--- src/rtl/sjis_pkg.sv ---
// Shared types, codes, constants and the full-width conversion table.
package sjis_pkg;

  localparam int TABLE_DEPTH_DEF = 512;
  localparam int GLYPH_ROWS_DEF  = 7;

  localparam logic [15:0] FALLBACK_CODE = 16'h81A0;

  // input modes
  localparam logic [1:0] MODE_TEXT  = 2'd0;
  localparam logic [1:0] MODE_CODE  = 2'd1;
  localparam logic [1:0] MODE_GLYPH = 2'd2;

  // result status
  localparam logic [1:0] ST_FOUND = 2'd0;
  localparam logic [1:0] ST_SUBST = 2'd1;
  localparam logic [1:0] ST_TRUNC = 2'd2;

  // configuration register indexes
  localparam logic CFG_CONVERT = 1'b0;
  localparam logic CFG_ENTRIES = 1'b1;

  localparam int CFG_W = 10;

  // controller to datapath
  typedef struct packed {
    logic accept;      // input transfer this cycle
    logic start;       // set up a search
    logic fallback;    // search for the fallback code
    logic probe;       // read the code table at the probe position
    logic compare;     // narrow the window from the read entry
    logic glyph_base;  // latch glyph base from the hit position
    logic glyph_rd;    // read next glyph row
    logic load_out;    // move result into the output register
  } sjis_cmd_t;

  // datapath to controller
  typedef struct packed {
    logic go_lookup;   // accepted byte completes a character
    logic go_trunc;    // accepted NUL cuts off a held lead byte
    logic empty;       // no entries to search
    logic hit;
    logic last;        // probe window exhausted
    logic rows_last;   // last glyph row being read
    logic out_free;
  } sjis_stat_t;

  localparam logic [15:0] WIDE_MAP [158] = '{
    16'h8140,16'h8149,16'h8168,16'h8194,16'h8190,16'h8193,16'h8195,16'h8166,
    16'h8169,16'h816A,16'h8196,16'h817B,16'h8143,16'h817C,16'h8144,16'h815E,
    16'h824F,16'h8250,16'h8251,16'h8252,16'h8253,16'h8254,16'h8255,16'h8256,
    16'h8257,16'h8258,16'h8146,16'h8147,16'h8183,16'h8181,16'h8184,16'h8148,
    16'h8197,16'h8260,16'h8261,16'h8262,16'h8263,16'h8264,16'h8265,16'h8266,
    16'h8267,16'h8268,16'h8269,16'h826A,16'h826B,16'h826C,16'h826D,16'h826E,
    16'h826F,16'h8270,16'h8271,16'h8272,16'h8273,16'h8274,16'h8275,16'h8276,
    16'h8277,16'h8278,16'h8279,16'h816D,16'h818F,16'h816E,16'h814F,16'h8151,
    16'h8165,16'h8281,16'h8282,16'h8283,16'h8284,16'h8285,16'h8286,16'h8287,
    16'h8288,16'h8289,16'h828A,16'h828B,16'h828C,16'h828D,16'h828E,16'h828F,
    16'h8290,16'h8291,16'h8292,16'h8293,16'h8294,16'h8295,16'h8296,16'h8297,
    16'h8298,16'h8299,16'h829A,16'h816F,16'h8162,16'h8170,16'h8160,16'h8142,
    16'h8175,16'h8176,16'h8141,16'h8145,16'h8392,16'h8340,16'h8342,16'h8344,
    16'h8346,16'h8348,16'h8383,16'h8385,16'h8387,16'h8362,16'h815B,16'h8341,
    16'h8343,16'h8345,16'h8347,16'h8349,16'h834A,16'h834C,16'h834E,16'h8350,
    16'h8352,16'h8354,16'h8356,16'h8358,16'h835A,16'h835C,16'h835E,16'h8360,
    16'h8363,16'h8365,16'h8367,16'h8369,16'h836A,16'h836B,16'h836C,16'h836D,
    16'h836E,16'h8371,16'h8374,16'h8377,16'h837A,16'h837D,16'h837E,16'h8380,
    16'h8381,16'h8382,16'h8384,16'h8386,16'h8388,16'h8389,16'h838A,16'h838B,
    16'h838C,16'h838D,16'h838F,16'h8393,16'h814A,16'h814B
  };

  function automatic logic is_lead(input logic [7:0] c);
    return (c >= 8'h81 && c <= 8'h9F) || (c >= 8'hE0 && c <= 8'hFC);
  endfunction

  function automatic logic [15:0] to_full_width(input logic [15:0] c);
    logic [7:0] lo;
    lo = c[7:0];
    if (c[15:8] == 8'h00 && lo >= 8'h20 && lo <= 8'h7E) begin
      return WIDE_MAP[8'(lo - 8'h20)];
    end
    if (c[15:8] == 8'h00 && lo >= 8'hA1 && lo <= 8'hDF) begin
      return WIDE_MAP[8'(lo - 8'hA1 + 8'd95)];
    end
    return c;
  endfunction

endpackage

--- src/rtl/sjis_ctrl.sv ---
// Sequencer for byte intake, binary searches, glyph row reads and result hand-off.
module sjis_ctrl (
  input  logic               clk,
  input  logic               rst_n,
  input  logic               in_valid,
  output logic               in_ready,
  output sjis_pkg::sjis_cmd_t cmd_o,
  input  sjis_pkg::sjis_stat_t st_i
);

  typedef enum logic [2:0] {
    S_IDLE,
    S_START,
    S_PROBE,
    S_CMP,
    S_GLYPH,
    S_DRAIN,
    S_RESULT
  } state_t;

  state_t state_r, state_nxt;
  logic   fb_r, fb_nxt;

  assign in_ready = (state_r == S_IDLE);

  always_comb begin
    state_nxt = state_r;
    fb_nxt    = fb_r;
    cmd_o     = '0;
    case (state_r)
      S_IDLE: begin
        cmd_o.accept = in_valid;
        if (in_valid) begin
          if (st_i.go_lookup) begin
            state_nxt = S_START;
            fb_nxt    = 1'b0;
          end else if (st_i.go_trunc) begin
            state_nxt = S_RESULT;
          end
        end
      end
      S_START: begin
        cmd_o.start    = 1'b1;
        cmd_o.fallback = fb_r;
        if (st_i.empty) begin
          // nothing to search: both lookups miss
          if (fb_r) begin
            state_nxt = S_RESULT;
          end else begin
            fb_nxt = 1'b1;
          end
        end else begin
          state_nxt = S_PROBE;
        end
      end
      S_PROBE: begin
        cmd_o.probe = 1'b1;
        state_nxt   = S_CMP;
      end
      S_CMP: begin
        cmd_o.compare = 1'b1;
        if (st_i.hit) begin
          cmd_o.glyph_base = 1'b1;
          state_nxt        = S_GLYPH;
        end else if (st_i.last) begin
          if (fb_r) begin
            state_nxt = S_RESULT;
          end else begin
            fb_nxt    = 1'b1;
            state_nxt = S_START;
          end
        end else begin
          state_nxt = S_PROBE;
        end
      end
      S_GLYPH: begin
        cmd_o.glyph_rd = 1'b1;
        if (st_i.rows_last) begin
          state_nxt = S_DRAIN;
        end
      end
      S_DRAIN: begin
        // last row lands this cycle
        state_nxt = S_RESULT;
      end
      S_RESULT: begin
        if (st_i.out_free) begin
          cmd_o.load_out = 1'b1;
          state_nxt      = S_IDLE;
        end
      end
      default: begin
        state_nxt = S_IDLE;
      end
    endcase
  end

  always_ff @(posedge clk) begin
    if (!rst_n) begin
      state_r <= S_IDLE;
      fb_r    <= 1'b0;
    end else begin
      state_r <= state_nxt;
      fb_r    <= fb_nxt;
    end
  end

  a_load_when_free: assert property (@(posedge clk) disable iff (!rst_n)
    cmd_o.load_out |-> st_i.out_free)
    else $error("result loaded over a pending output");

  a_lookup_starts: assert property (@(posedge clk) disable iff (!rst_n)
    (in_valid && in_ready && st_i.go_lookup) |=> (state_r == S_START && !fb_r))
    else $error("lookup did not start with the main search");

  a_hit_reads_glyph: assert property (@(posedge clk) disable iff (!rst_n)
    (state_r == S_CMP && st_i.hit) |=> (state_r == S_GLYPH))
    else $error("search hit did not read glyph rows");

  a_busy_after_char: assert property (@(posedge clk) disable iff (!rst_n)
    (in_valid && in_ready && (st_i.go_lookup || st_i.go_trunc)) |=> !in_ready)
    else $error("input taken while a character is in flight");

endmodule

--- config.mk ---
export PLATFORM = sky130hd
export DESIGN_NAME = sjis_ctrl
export DESIGN_NICKNAME = d
export VERILOG_FILES = /design/src/rtl/sjis_pkg.sv /design/src/rtl/sjis_ctrl.sv
export SDC_FILE = /design/constraint.sdc
export NUM_CORES = 1
export LEC_CHECK = 0
export ABC_AREA = 1
export BUFFER_PORTS_ARGS = -buffer_cell sky130_fd_sc_hd__buf_4
export CAP_MARGIN = 30
export CORE_MARGIN = 3
export CORE_UTILIZATION = 30
export CTS_CLUSTER_DIAMETER = 200
export CTS_CLUSTER_SIZE = 25
export DETAILED_ROUTE_END_ITERATION = 8
export PLACE_DENSITY = 0.52
export SLEW_MARGIN = 20
export SYNTH_ARGS = -nofsm -noshare
export SYNTH_HDL_FRONTEND = slang
export SYNTH_SLANG_ARGS = --single-unit
--- constraint.sdc ---
create_clock -name clk -period 1.6 [get_ports clk]
set_input_delay 0.32 -clock clk [delete_from_list [all_inputs] [get_ports clk]]
set_output_delay 0.32 -clock clk [all_outputs]
set_load 0.02 [all_outputs]
* Yosys cells after proc, flatten, opt, wreduce, memory -nomap -nowiden
Cells that the tools add are included.
Operators by class: equal/unequal tests 15, multiplexer cells 25, reduce and logical (&&, ||, !) cells 4
Operators with widths (number):
- 3-bit 2-to-1 mux | 10
- 3-bit one-hot mux with 7 select lines | 1
- 2-bit != test (second input constant) | 6
- 1-bit 2-to-1 mux | 11
- 3-bit equality test (second input constant) | 3
- 3-bit by 2-bit equality test with 1-bit output (second input constant) | 2
- 6-bit AND reduction | 1
- 5-bit AND reduction | 1
- 2-bit 2-to-1 mux | 2
- 3-bit by 1-bit equality test with 1-bit output (second input constant) | 1
- 3-bit logical NOT | 1
- 3-bit by 1-bit != test with 1-bit output (second input constant) | 1
- 3-bit != test (second input constant) | 1
- 1-bit one-hot mux with 3 select lines | 1
- 3-bit nonzero test | 1
- 2-bit by 1-bit != test with 1-bit output (second input constant) | 1
Word-level totals: bits in registers 4, bits of input ports 10, output and inout port bits 9, logic and storage cells 46

* Depth between registers and ports, before layout
word-level depth 4, mapped depth 9

* Least setup slack after synthesis
No wires, ideal clock.
kind flip-flop to output port, start reg state_r[2], end out cmd_o[7] (netlist bit), data required time 1280 ps, slack 113 ps, stages on the path, launching flop included 3, data arrival time 1167 ps, cells stage by stage dfxtp_1 -> clkbuf_8 -> nor4_1
RTL lines:
- start: declaration | line sjis_ctrl.sv:21 | state_t state_r, state_nxt;
- start signal: assignment | line sjis_ctrl.sv:103 | state_r <= state_nxt;
- end: declaration | line sjis_ctrl.sv:7 | output sjis_pkg::sjis_cmd_t cmd_o,

==> run metrics <==
logic gate share of total power 67.7%; max-capacitance violation count 0; post-synthesis sequential area ratio 17.4%; pwr dens 1940 nW/um^2; Critical Path RT 1.28 ns; final setup fails 0; Worst slew margin 83.5%; Synth area leaders nand2_1 18%, dfxtp_1 17%, inv_1 11%, nor2_1 8.2%, nand4_1 6.8%; Pleak 0.354 nW; vias per inst 4.69; first-pass GRT wire length 2.11 mm; Data arrival, critical path 1.16 ns; Top FF cell, synth dfxtp_1; Post-Syn Area 460 sq um; die footprint 2040 sq um; reg2reg end state_r[2]; Fin. Hold Viols 0; Routed WL 1.21 mm; DP Area 589 sq um; clock insertion delay at the later pin of the skew report 0.24 ns; CTS tree done; routability congestion estimate 0.874; Sw Share 53.0%; GRT busiest layer met2; unrepaired setup endpoints after global routing false; GRT Total Usage 14.1%; Chip Height 45.2 um; First-pass DRT Iterations 4; post-route minimum period 1.48 ns; Yosys warnings 0; status complete, no violations; largest net degree at the start of global routing 11; R2R setup slack 0.38 ns; sequential power share 21.5%; worst-margin pin slew 0.245 ns; fin area 616 sq um; max-slew violations 0; Final Total Pwr 1.20 mW; CTS Buf Count 3; Initial DRC Count 4; P_int 0.563 mW; initial antenna violation count 0; clock skew 0.00226 ns; Die W 45.2 um; worst-path maximum fanout 10; Max Clock Freq 0.674 GHz; synth-to-layout area growth 33.7%; Setup TNS Final 0 ns; Crit Path Category reg2out; Setup crit start state_r[2]; most common cell in the netlist nand2_1; worst hold margin 0.325 ns; Peak VDD IR 811 uV; # diodes 0; Max clock buf depth 2; Mapped Nets 91; Synth top area share 17.9%; CTS H-tree lvls 1; initial core utilization 33.7%; Worst Hold Class in2reg; Worst Setup End Kind primary output; # fillers 158; Core Area 1370 sq um; met2 usage 22.0%; Root Buffer clkbuf_4; number of I/O port buffers 18; met1 usage 18.6%; Setup crit end cmd_o[0]; R2R cell count 6; I/O pins 19; DP HPWL 1.04 mm; final core occ 45.1%; ANT nets after route 0; vias in the first global route 515; via count 539; worst r2r src state_r[2]; GRT overflow 0; Clk pwr share 10.8%; P_sw 0.633 mW; DRC viols 0; async set-reset flop share out of synthesis 0%; fin nets 112; Clock Pin Slew Worst Setup and Hold Paths 0.04 ns; Commonest cells post-synth 22 x nand2_1, 14 x inv_1, 10 x nor2_1, 5 x nand3_1, 5 x nand4_1; Post-Syn Area per Cell 5.68 sq um; CTS Hold Bufs 0; GR Layer Usage met3 4.78%; Cells after Synth 81; Yosys reg bits 4; Startpoint Class flip-flop; row count 13; Distinct cells, synth 19; fraction of layout cells with a size suffix above 1 33.0%; clock sinks 4; EDFF count, synth 0; Wirelength per Cell 10.5 um; period utilization 92.7%; post-synth top area cell nand2_1
[metal layers]
metal	share of wire, %	routed length, um
met1	46	554
met2	48	587
met3	4.7	57
met4	1.1	13
met5	0	0
[stage by stage]
step | std cells | setup slack (ns)
after floorplan | 81 | 0.113
after global placement | 112 | 0.219
after detailed placement | 112 | 0.187
after CTS | 115 | 0.0235
after global routing | 115 | 0.0445
final | 115 | 0.117
[flip-flops by register name, indices dropped and copies added, names as in the netlist]
name	cells
state_r	3
fb_r	1
[critical path, stage by stage, from the launching register on]
cell	delay, ns
dfxtp_2	0.43
inv_2	0.13
nor3_1	0.20
buf_4	0.17
[worst min path at each step]
stage / from / cells past startpoint / slack (ns) / endpoint
2_1_floorplan: rst_n / 2 / 0.44 / state_r[2]
3_3_place_gp: fb_r / 2 / 0.54 / fb_r
3_5_place_dp: fb_r / 2 / 0.54 / fb_r
4_1_cts: rst_n / 3 / 0.32 / fb_r
5_1_grt: rst_n / 3 / 0.34 / fb_r
6_report: rst_n / 3 / 0.33 / fb_r
[cell usage in the layout (no fill, tap or decap), drive strengths merged]
cell,count
a21oi,3
buf,18
clkbuf,3
dfxtp,4
inv,16
nand2,23
nand3,7
nand3b,2
nand4,5
nor2,14
nor2b,1
nor3,2
nor4,1
o21ai,1
[timing repair]
item / in CTS / in global routing
setup endpoints to repair: 3 / 6
gates cloned: 0 / 0
resized for setup: 1 / 2
setup buffers: 0 / 0
[final cells by class]
type / count / area (sq um) / share of cell area (%)
Tap cell: 15 / 18.8 / 3.05
Multi-Input combinational cell: 59 / 295 / 48.0
Clock buffer: 3 / 22.5 / 3.66
Timing Repair Buffer: 18 / 135 / 22.0
Inverter: 16 / 60.1 / 9.76
Sequential cell: 4 / 83.8 / 13.6
[kinds of logic (layout without fill, tap and decap cells)]
family          Yosys count  in the layout  synth area share [%]
compound gates            4              4                  4.35
buf+inv                  18             37                  18.5
flops                     4              4                  17.4
simple gates             55             55                  59.8
[power by group through the flow]
stage / combinational [mW] / clock, mW / sequential [mW]
after global placement: 0.819 / 0 / 0.251
final: 0.809 / 0.129 / 0.257
after detailed placement: 0.815 / 0 / 0.252
after global routing: 0.909 / 0.142 / 0.267
after CTS: 0.818 / 0.136 / 0.251
after floorplan: 0.684 / 0 / 0.180
No activity file was read; power rests on OpenSTA's default activity.
